$ cat src/design/tsp_pkg.sv
// Shared types, constants and lookup functions of the time string parser.
package tsp_pkg;

	localparam logic [63:0] MAX63 = 64'h7FFF_FFFF_FFFF_FFFF;
	localparam logic [62:0] HOUR_LIMIT = 63'(MAX63 / 64'd3600);
	localparam logic [16:0] DAY_SECONDS = 17'd86400;
	localparam logic [29:0] NSEC_PER_SEC = 30'd1000000000;
	localparam logic [29:0] NSEC_MAX = 30'd999999999;
	// floor(2^45 / 86400) + 1; exact quotient for dividends below 2^26.
	localparam logic [28:0] DAY_RECIP = 29'd407226529;
	localparam int DAY_RECIP_SHIFT = 45;

	localparam logic [7:0] CH_PLUS = 8'h2B;
	localparam logic [7:0] CH_COLON = 8'h3A;
	localparam logic [7:0] CH_DOT = 8'h2E;
	localparam logic [7:0] CH_SPACE = 8'h20;
	localparam logic [7:0] CH_0 = 8'h30;
	localparam logic [7:0] CH_5 = 8'h35;
	localparam logic [7:0] CH_9 = 8'h39;
	localparam logic [7:0] CH_LA = 8'h61;
	localparam logic [7:0] CH_LZ = 8'h7A;
	localparam logic [7:0] CH_Z = 8'h5A;
	localparam logic [7:0] CH_U = 8'h55;
	localparam logic [7:0] CH_T = 8'h54;
	localparam logic [7:0] CH_C = 8'h43;
	localparam logic [2:0] WORD_LEN = 3'd7;

	typedef logic [1:0] status_t;
	localparam status_t ST_OK = 2'd0;
	localparam status_t ST_SYNTAX = 2'd1;
	localparam status_t ST_RANGE = 2'd2;
	localparam status_t ST_PAST = 2'd3;

	typedef enum logic [10:0] {
		PH_START      = 11'b000_0000_0001,
		PH_HOUR_FIRST = 11'b000_0000_0010,
		PH_HOUR       = 11'b000_0000_0100,
		PH_MIN_FIRST  = 11'b000_0000_1000,
		PH_MIN        = 11'b000_0001_0000,
		PH_SEC_FIRST  = 11'b000_0010_0000,
		PH_SEC        = 11'b000_0100_0000,
		PH_TAIL       = 11'b000_1000_0000,
		PH_FRAC       = 11'b001_0000_0000,
		PH_SUFFIX     = 11'b010_0000_0000,
		PH_DONE       = 11'b100_0000_0000
	} phase_t;

	typedef enum logic [6:0] {
		SUF_NONE  = 7'b000_0001,
		SUF_SPACE = 7'b000_0010,
		SUF_Z     = 7'b000_0100,
		SUF_U     = 7'b000_1000,
		SUF_UT    = 7'b001_0000,
		SUF_UTC   = 7'b010_0000,
		SUF_BAD   = 7'b100_0000
	} suffix_t;

	typedef struct packed {
		phase_t      phase;
		logic        rel;
		logic        clock;
		logic [62:0] main;
		logic [62:0] minute;
		logic [62:0] second;
		logic [29:0] frac;
		logic [3:0]  digits;
		logic        round_up;
		status_t     err;
		logic [2:0]  word_idx;
		logic        word_miss;
		suffix_t     suffix;
		logic        ovf;
		logic        colon;
		status_t     verdict;
	} lex_state_t;

	localparam lex_state_t LEX_IDLE = '{
		phase: PH_START, rel: 1'b0, clock: 1'b0, main: 63'd0, minute: 63'd0,
		second: 63'd0, frac: 30'd0, digits: 4'd0, round_up: 1'b0, err: ST_OK,
		word_idx: 3'd0, word_miss: 1'b0, suffix: SUF_NONE, ovf: 1'b0,
		colon: 1'b0, verdict: ST_OK
	};

	// UTF-8 bytes of the word meaning "tomorrow".
	function automatic logic [7:0] word_byte(input logic [2:0] idx);
		case (idx)
			3'd0: word_byte = 8'h6D;
			3'd1: word_byte = 8'h61;
			3'd2: word_byte = 8'hC3;
			3'd3: word_byte = 8'hB1;
			3'd4: word_byte = 8'h61;
			3'd5: word_byte = 8'h6E;
			3'd6: word_byte = 8'h61;
			default: word_byte = 8'h00;
		endcase
	endfunction

	// Scale that brings a fraction of the given digit count to nanoseconds.
	function automatic logic [29:0] pow10_fill(input logic [3:0] digits);
		case (digits)
			4'd0: pow10_fill = 30'd1000000000;
			4'd1: pow10_fill = 30'd100000000;
			4'd2: pow10_fill = 30'd10000000;
			4'd3: pow10_fill = 30'd1000000;
			4'd4: pow10_fill = 30'd100000;
			4'd5: pow10_fill = 30'd10000;
			4'd6: pow10_fill = 30'd1000;
			4'd7: pow10_fill = 30'd100;
			4'd8: pow10_fill = 30'd10;
			default: pow10_fill = 30'd1;
		endcase
	endfunction

	// 2^(8*j) mod 86400, the weight of byte j of a second count.
	function automatic logic [16:0] day_chunk_weight(input logic [2:0] j);
		case (j)
			3'd0: day_chunk_weight = 17'd1;
			3'd1: day_chunk_weight = 17'd256;
			3'd2: day_chunk_weight = 17'd65536;
			3'd3: day_chunk_weight = 17'd15616;
			3'd4: day_chunk_weight = 17'd23296;
			3'd5: day_chunk_weight = 17'd2176;
			3'd6: day_chunk_weight = 17'd38656;
			default: day_chunk_weight = 17'd46336;
		endcase
	endfunction

endpackage

$ cat src/design/tsp_lexer.sv
// Per-byte parse state machine; presents the state after the current byte.
module tsp_lexer (
	input  logic                clk,
	input  logic                arst_n,
	input  logic [7:0]          char_byte,
	input  logic                last_byte,
	input  logic                take,
	output tsp_pkg::lex_state_t snap
);

	tsp_pkg::lex_state_t st_q, st_d;
	logic              is_dig;
	logic [3:0]        dv;
	logic [7:0]        up;
	logic [66:0]       acc_main, acc_min, acc_sec;
	logic [63:0]       min_sum, sec_sum;
	logic              do_tail, feed;
	tsp_pkg::phase_t   tph;

	assign is_dig = char_byte inside {[tsp_pkg::CH_0:tsp_pkg::CH_9]};
	assign dv = char_byte[3:0];
	assign up = (char_byte inside {[tsp_pkg::CH_LA:tsp_pkg::CH_LZ]}) ?
		char_byte - 8'd32 : char_byte;
	assign acc_main = {4'b0, st_q.main} * 67'd10 + 67'(dv);
	assign acc_min = {4'b0, st_q.minute} * 67'd10 + 67'(dv);
	assign acc_sec = {4'b0, st_q.second} * 67'd10 + 67'(dv);
	assign min_sum = {1'b0, st_q.main} + 64'(st_q.minute[5:0]) * 64'd60;
	assign sec_sum = {1'b0, st_q.main} + {1'b0, st_q.second};

	always_comb begin
		st_d = st_q;
		do_tail = 1'b0;
		feed = 1'b0;
		tph = st_q.phase;

		if (!st_q.word_miss) begin
			if (st_q.word_idx != tsp_pkg::WORD_LEN &&
				char_byte == tsp_pkg::word_byte(st_q.word_idx)) begin
				st_d.word_idx = st_q.word_idx + 3'd1;
			end else begin
				st_d.word_miss = 1'b1;
			end
		end

		case (st_q.phase)
			tsp_pkg::PH_START, tsp_pkg::PH_HOUR_FIRST: begin
				if (st_q.phase == tsp_pkg::PH_START && char_byte == tsp_pkg::CH_PLUS) begin
					st_d.rel = 1'b1;
					st_d.phase = tsp_pkg::PH_HOUR_FIRST;
				end else if (is_dig) begin
					st_d.main = 63'(dv);
					st_d.ovf = 1'b0;
					st_d.phase = tsp_pkg::PH_HOUR;
				end else begin
					st_d.err = tsp_pkg::ST_SYNTAX;
					st_d.phase = tsp_pkg::PH_DONE;
				end
			end
			tsp_pkg::PH_HOUR: begin
				if (is_dig) begin
					if (acc_main > 67'(tsp_pkg::MAX63)) st_d.ovf = 1'b1;
					else st_d.main = acc_main[62:0];
				end else if (st_q.ovf) begin
					st_d.err = tsp_pkg::ST_RANGE;
					st_d.phase = tsp_pkg::PH_DONE;
				end else if (char_byte == tsp_pkg::CH_COLON) begin
					if (st_q.main > tsp_pkg::HOUR_LIMIT) begin
						st_d.err = tsp_pkg::ST_RANGE;
						st_d.phase = tsp_pkg::PH_DONE;
					end else begin
						st_d.main = 63'(st_q.main * 63'd3600);
						st_d.clock = 1'b1;
						st_d.phase = tsp_pkg::PH_MIN_FIRST;
					end
				end else begin
					// A second count ended; a colon seen later still decides the answer.
					st_d.verdict = (st_q.main > tsp_pkg::HOUR_LIMIT) ?
						tsp_pkg::ST_RANGE : tsp_pkg::ST_SYNTAX;
					st_d.phase = tsp_pkg::PH_TAIL;
					tph = tsp_pkg::PH_TAIL;
					do_tail = 1'b1;
				end
			end
			tsp_pkg::PH_MIN_FIRST, tsp_pkg::PH_SEC_FIRST: begin
				if (!is_dig) begin
					st_d.err = tsp_pkg::ST_SYNTAX;
					st_d.phase = tsp_pkg::PH_DONE;
				end else if (st_q.phase == tsp_pkg::PH_MIN_FIRST) begin
					st_d.minute = 63'(dv);
					st_d.ovf = 1'b0;
					st_d.phase = tsp_pkg::PH_MIN;
				end else begin
					st_d.second = 63'(dv);
					st_d.ovf = 1'b0;
					st_d.phase = tsp_pkg::PH_SEC;
				end
			end
			tsp_pkg::PH_MIN: begin
				if (is_dig) begin
					if (acc_min > 67'(tsp_pkg::MAX63)) st_d.ovf = 1'b1;
					else st_d.minute = acc_min[62:0];
				end else if (st_q.ovf) begin
					st_d.err = tsp_pkg::ST_RANGE;
					st_d.phase = tsp_pkg::PH_DONE;
				end else if (st_q.minute >= 63'd60) begin
					st_d.err = tsp_pkg::ST_SYNTAX;
					st_d.phase = tsp_pkg::PH_DONE;
				end else if (min_sum[63]) begin
					st_d.err = tsp_pkg::ST_RANGE;
					st_d.phase = tsp_pkg::PH_DONE;
				end else begin
					st_d.main = min_sum[62:0];
					if (char_byte == tsp_pkg::CH_COLON) begin
						st_d.phase = tsp_pkg::PH_SEC_FIRST;
					end else begin
						st_d.phase = tsp_pkg::PH_TAIL;
						tph = tsp_pkg::PH_TAIL;
						do_tail = 1'b1;
					end
				end
			end
			tsp_pkg::PH_SEC: begin
				if (is_dig) begin
					if (acc_sec > 67'(tsp_pkg::MAX63)) st_d.ovf = 1'b1;
					else st_d.second = acc_sec[62:0];
				end else if (st_q.ovf || sec_sum[63]) begin
					st_d.err = tsp_pkg::ST_RANGE;
					st_d.phase = tsp_pkg::PH_DONE;
				end else begin
					st_d.main = sec_sum[62:0];
					st_d.phase = tsp_pkg::PH_TAIL;
					tph = tsp_pkg::PH_TAIL;
					do_tail = 1'b1;
				end
			end
			tsp_pkg::PH_TAIL, tsp_pkg::PH_FRAC, tsp_pkg::PH_SUFFIX: begin
				do_tail = 1'b1;
			end
			default: ;
		endcase

		if (do_tail) begin
			if (!st_q.clock && char_byte == tsp_pkg::CH_COLON) st_d.colon = 1'b1;
			case (tph)
				tsp_pkg::PH_TAIL: begin
					if (char_byte == tsp_pkg::CH_DOT) begin
						st_d.phase = tsp_pkg::PH_FRAC;
					end else begin
						st_d.phase = tsp_pkg::PH_SUFFIX;
						feed = 1'b1;
					end
				end
				tsp_pkg::PH_FRAC: begin
					if (is_dig) begin
						if (st_q.digits < 4'd9) begin
							st_d.frac = 30'(st_q.frac * 30'd10) + 30'(dv);
							st_d.digits = st_q.digits + 4'd1;
						end else if (st_q.digits == 4'd9) begin
							// The tenth digit only rounds; later digits are dropped.
							if (char_byte >= tsp_pkg::CH_5) st_d.round_up = 1'b1;
							st_d.digits = 4'd10;
						end
					end else begin
						st_d.phase = tsp_pkg::PH_SUFFIX;
						feed = 1'b1;
					end
				end
				default: feed = 1'b1;
			endcase
		end

		if (feed) begin
			case (st_q.suffix)
				tsp_pkg::SUF_NONE, tsp_pkg::SUF_SPACE: begin
					if (up == tsp_pkg::CH_SPACE) st_d.suffix = tsp_pkg::SUF_SPACE;
					else if (up == tsp_pkg::CH_Z) st_d.suffix = tsp_pkg::SUF_Z;
					else if (up == tsp_pkg::CH_U) st_d.suffix = tsp_pkg::SUF_U;
					else st_d.suffix = tsp_pkg::SUF_BAD;
				end
				tsp_pkg::SUF_U: st_d.suffix = (up == tsp_pkg::CH_T) ?
					tsp_pkg::SUF_UT : tsp_pkg::SUF_BAD;
				tsp_pkg::SUF_UT: st_d.suffix = (up == tsp_pkg::CH_C) ?
					tsp_pkg::SUF_UTC : tsp_pkg::SUF_BAD;
				default: st_d.suffix = tsp_pkg::SUF_BAD;
			endcase
		end
	end

	assign snap = st_d;

	always_ff @(posedge clk or negedge arst_n) begin
		if (!arst_n) begin
			st_q <= tsp_pkg::LEX_IDLE;
		end else if (take) begin
			st_q <= last_byte ? tsp_pkg::LEX_IDLE : st_d;
		end
	end

endmodule

$ cat config.mk
export PLATFORM = sky130hd
export DESIGN_NAME = tsp_lexer
export DESIGN_NICKNAME = d
export VERILOG_FILES = /design/src/design/tsp_pkg.sv /design/src/design/tsp_lexer.sv
export SDC_FILE = /design/constraint.sdc
export NUM_CORES = 2
export LEC_CHECK = 0
export ABC_AREA = 0
export BUFFER_PORTS_ARGS = -buffer_cell sky130_fd_sc_hd__buf_4
export CAP_MARGIN = 10
export CORE_MARGIN = 5
export CORE_UTILIZATION = 40
export DETAILED_ROUTE_END_ITERATION = 6
export HOLD_SLACK_MARGIN = 0.15
export PLACE_DENSITY_LB_ADDON = 0.3
export SLEW_MARGIN = 20
export SYNTH_ARGS = -nofsm -noshare
export SYNTH_HDL_FRONTEND = slang
export SYNTH_SLANG_ARGS = --single-unit
$ cat constraint.sdc
create_clock -name clk -period 12.6 [get_ports clk]
set_input_delay 1.26 -clock clk [delete_from_list [all_inputs] [get_ports clk]]
set_output_delay 1.26 -clock clk [all_outputs]
set_load 0.02 [all_outputs]
==> out/qor.csv <==
metric,value,unit
cts_tree,done,
fin_crit,9.71,ns
initial_core_util,40.3,%
layout_common_cells,"776 x ha_1, 493 x nand2_1, 468 x a21oi_1",
grt_pass1_wl,316000,um
setup_tns,0,ns
routedWlPerCell,25.4,um
end_kind,output port,
fmaxAchievable,0.103,GHz
criticalPathCategory,reg -> out,
yosysWarnings,0,
max_slew.worst_pin.slew,1.20,ns
ios,266,
num_vias,52995,
slew_headroom,20.3,%
h-tree-depth,2,
wl,212000,um
chipHeight,366,um
synth_cell_types,109,
first_iter_violations,5895,
cts_sinks,254,
antenna_found_initial,5,
fillers,12838,
period_share,77.1,%
setup_violations,0,
dieArea,0.134,sq mm
drc,0,
synth-main-ff-cell,dfrtp_1,
clock_path_buffers,3,
layout-drive-gt1-share,7.91,%
io_buffers,265,
drv_slew,0,
yosys.area_share.simple,21.0,%
hold-path-cell-count,1,
synth-compound-area-share,27.9,%
ant_nets,0,
seq_area,0.00636,sq mm
top_register,st_q,
dp_hpwl,170000,um
areaGrowthSynthToFinish,9.27,%
grt_max_degree,121,
yosysSeqAreaShare,12.5,%
cp_data_arrival_time,8.45,ns
hold_violations,0,
grt-ovfl-total,0,
postCtsResizedCells,0,
synth_fa_ha_area_share,23.9,%
row_count,130,
postSynthCellCount,6585,
grt_pass1_vias,49768,
die_width,366,um
total_power,3.49,mW
final_common_cell,ha_1,
synth_top_family_by_area,compound AO/OA/AOI/OAI gates,
via_per_inst,6.35,
clk_latency,0.62,ns
clkSlewWorstSetupHoldPaths,0.07,ns
multi_input_area,0.0417,sq mm
drtPass1Iterations,6,
max_cap_viol_count,0,
numCtsBuffers,36,
core,0.126,sq mm
skew,0.0338,ns
synth_edf_count,0,
grt_setup_unrepaired,false,
cts_setup_buffers,0,
hold_buffers,0,
irDropWorstVdd,0.0806,mV
clockRootBuffer,clkbuf_16,
nNetsFinal,7570,
status,completed,
largestRegisters,st_q (254),
hold_path.class,reg -> reg,
grt_use_total,29.9,%
finalWeightedCongestion,1.01,
synth_nets,7494,
critical_path_required,11.34,ns
r2r_cells,21,
synth_mux_area_share,0.962,%
syn_area,0.0507,sq mm
start_kind,flip-flop,
synth_xor_area_share,8.30,%
async_flop_share,100,%
syn_avg_cell_area,7.71,sq um
p_leak,26.8,nW
largest_reg_flops,254,
rrSetupSlack,4.47,ns
postLayoutCoreUtil,44.0,%
synth-seq-cells,254,
crit_fanout,57,
power_density,63.0,mW/mm^2
timing.hold.ws,0.493,ns
==> cells by family (layout without fill, tap and decap cells) <==
| logic type | after synthesis | count (layout) |
|---|---|---|
| AO/OA/AOI/OAI | 2101 | 2101 |
| other | 0 | 4 |
| adder cells (fa/ha/maj) | 897 | 897 |
| multiplexers | 47 | 47 |
| flip-flops | 254 | 254 |
| XOR/XNOR | 481 | 481 |
| AND/OR/NAND/NOR | 2089 | 2089 |
| buffers and inverters | 716 | 818 |
==> worst max-delay path, stage by stage (launching register included) <==
cell	delay (ns)
dfrtp_1	0.56
ha_1	0.31
ha_1	0.24
fa_1	0.43
a211oi_1	0.28
o21bai_1	0.18
o21ai_0	0.64
a21oi_1	0.29
o21ai_0	0.62
nand2b_1	0.23
a311oi_1	0.64
nand2_1	0.25
nor4_1	0.49
buf_4	0.24
nand3_1	0.11
nor4_1	0.25
mux2i_1	0.15
nand4_1	0.14
buf_4	0.50
and2_1	0.68
mux2_2	0.42
buf_4	0.16
==> cell usage after synthesis, types with 26 or more instances <==
master / count / area (sq um)
a21oi_1: 468 / 2340
a21o_1: 243 / 1820
nor4_1: 77 / 482
inv_1: 414 / 1550
and3_1: 91 / 569
mux2i_1: 33 / 330
nand3_1: 315 / 1580
or3_1: 40 / 250
o21a_1: 52 / 390
nor2b_1: 53 / 332
a211oi_1: 60 / 450
xor2_1: 182 / 1590
nand4_1: 131 / 820
fa_1: 121 / 2420
a31oi_1: 81 / 507
nand2_1: 494 / 1850
and2_1: 57 / 357
o311ai_0: 26 / 228
nor3_1: 166 / 831
o2bb2ai_1: 119 / 1040
nor2_1: 417 / 1570
o211ai_1: 61 / 458
dfrtp_1: 252 / 6310
o31ai_1: 37 / 278
o21ai_0: 459 / 2300
or2_2: 31 / 194
a221o_1: 32 / 320
nand2b_1: 55 / 344
and4_1: 31 / 272
o21bai_1: 70 / 526
a22o_1: 70 / 613
clkbuf_1: 230 / 863
xnor2_1: 299 / 2620
ha_1: 776 / 9710
buf_2: 53 / 265
==> per-stage QoR <==
stage | worst slack (ns) | area (sq um) | std cells
4_1_cts | 2.78 | 55400 | 8336
3_5_place_dp | 3.45 | 54200 | 8272
6_report | 2.89 | 55500 | 8341
5_1_grt | 2.48 | 55400 | 8337
3_3_place_gp | 3.59 | 54200 | 8272
2_1_floorplan | 5.63 | 50700 | 6585
==> path summary, 6_finish.rpt <==
path	endpoint	startpoint
setup / recovery	snap[115]	st_q[118]
hold / removal	st_q[11]	st_q[11]
hold reg to reg	st_q[11]	st_q[11]
setup reg to reg	st_q[161]	st_q[118]
max in group asynchronous	st_q[161]	arst_n
min in group asynchronous	st_q[108]	arst_n
==> final cells by class <==
cell class / instances / area share (%)
Antenna cell: 4 / 0.0181
Tap cell: 1650 / 3.72
Inverter: 415 / 2.81
Clock buffer: 52 / 1.86
Timing Repair Buffer: 339 / 4.64
Multi-Input combinational cell: 5615 / 75.2
Sequential cell: 254 / 11.5
Clock inverter: 12 / 0.309
==> power by group <==
group / internal (mW) / leakage, nW / switching, mW / total, mW
sequential: 0.836 / 3.52 / 0.0943 / 0.930
clock: 0.634 / 0.588 / 0.456 / 1.09
combinational: 0.492 / 22.7 / 0.978 / 1.47
==> per-layer routing <==
metal | GRT usage, % | vias up | routed length [um]
met2 | 45.1 | 2454 | 88400
met5 | 0 | - | 17
met3 | 6.77 | 382 | 21700
met4 | 9.69 | 2 | 8210
li1 | - | 24642 | -
met1 | 42.3 | 25515 | 93900
No activity file was read; power rests on OpenSTA's default activity.
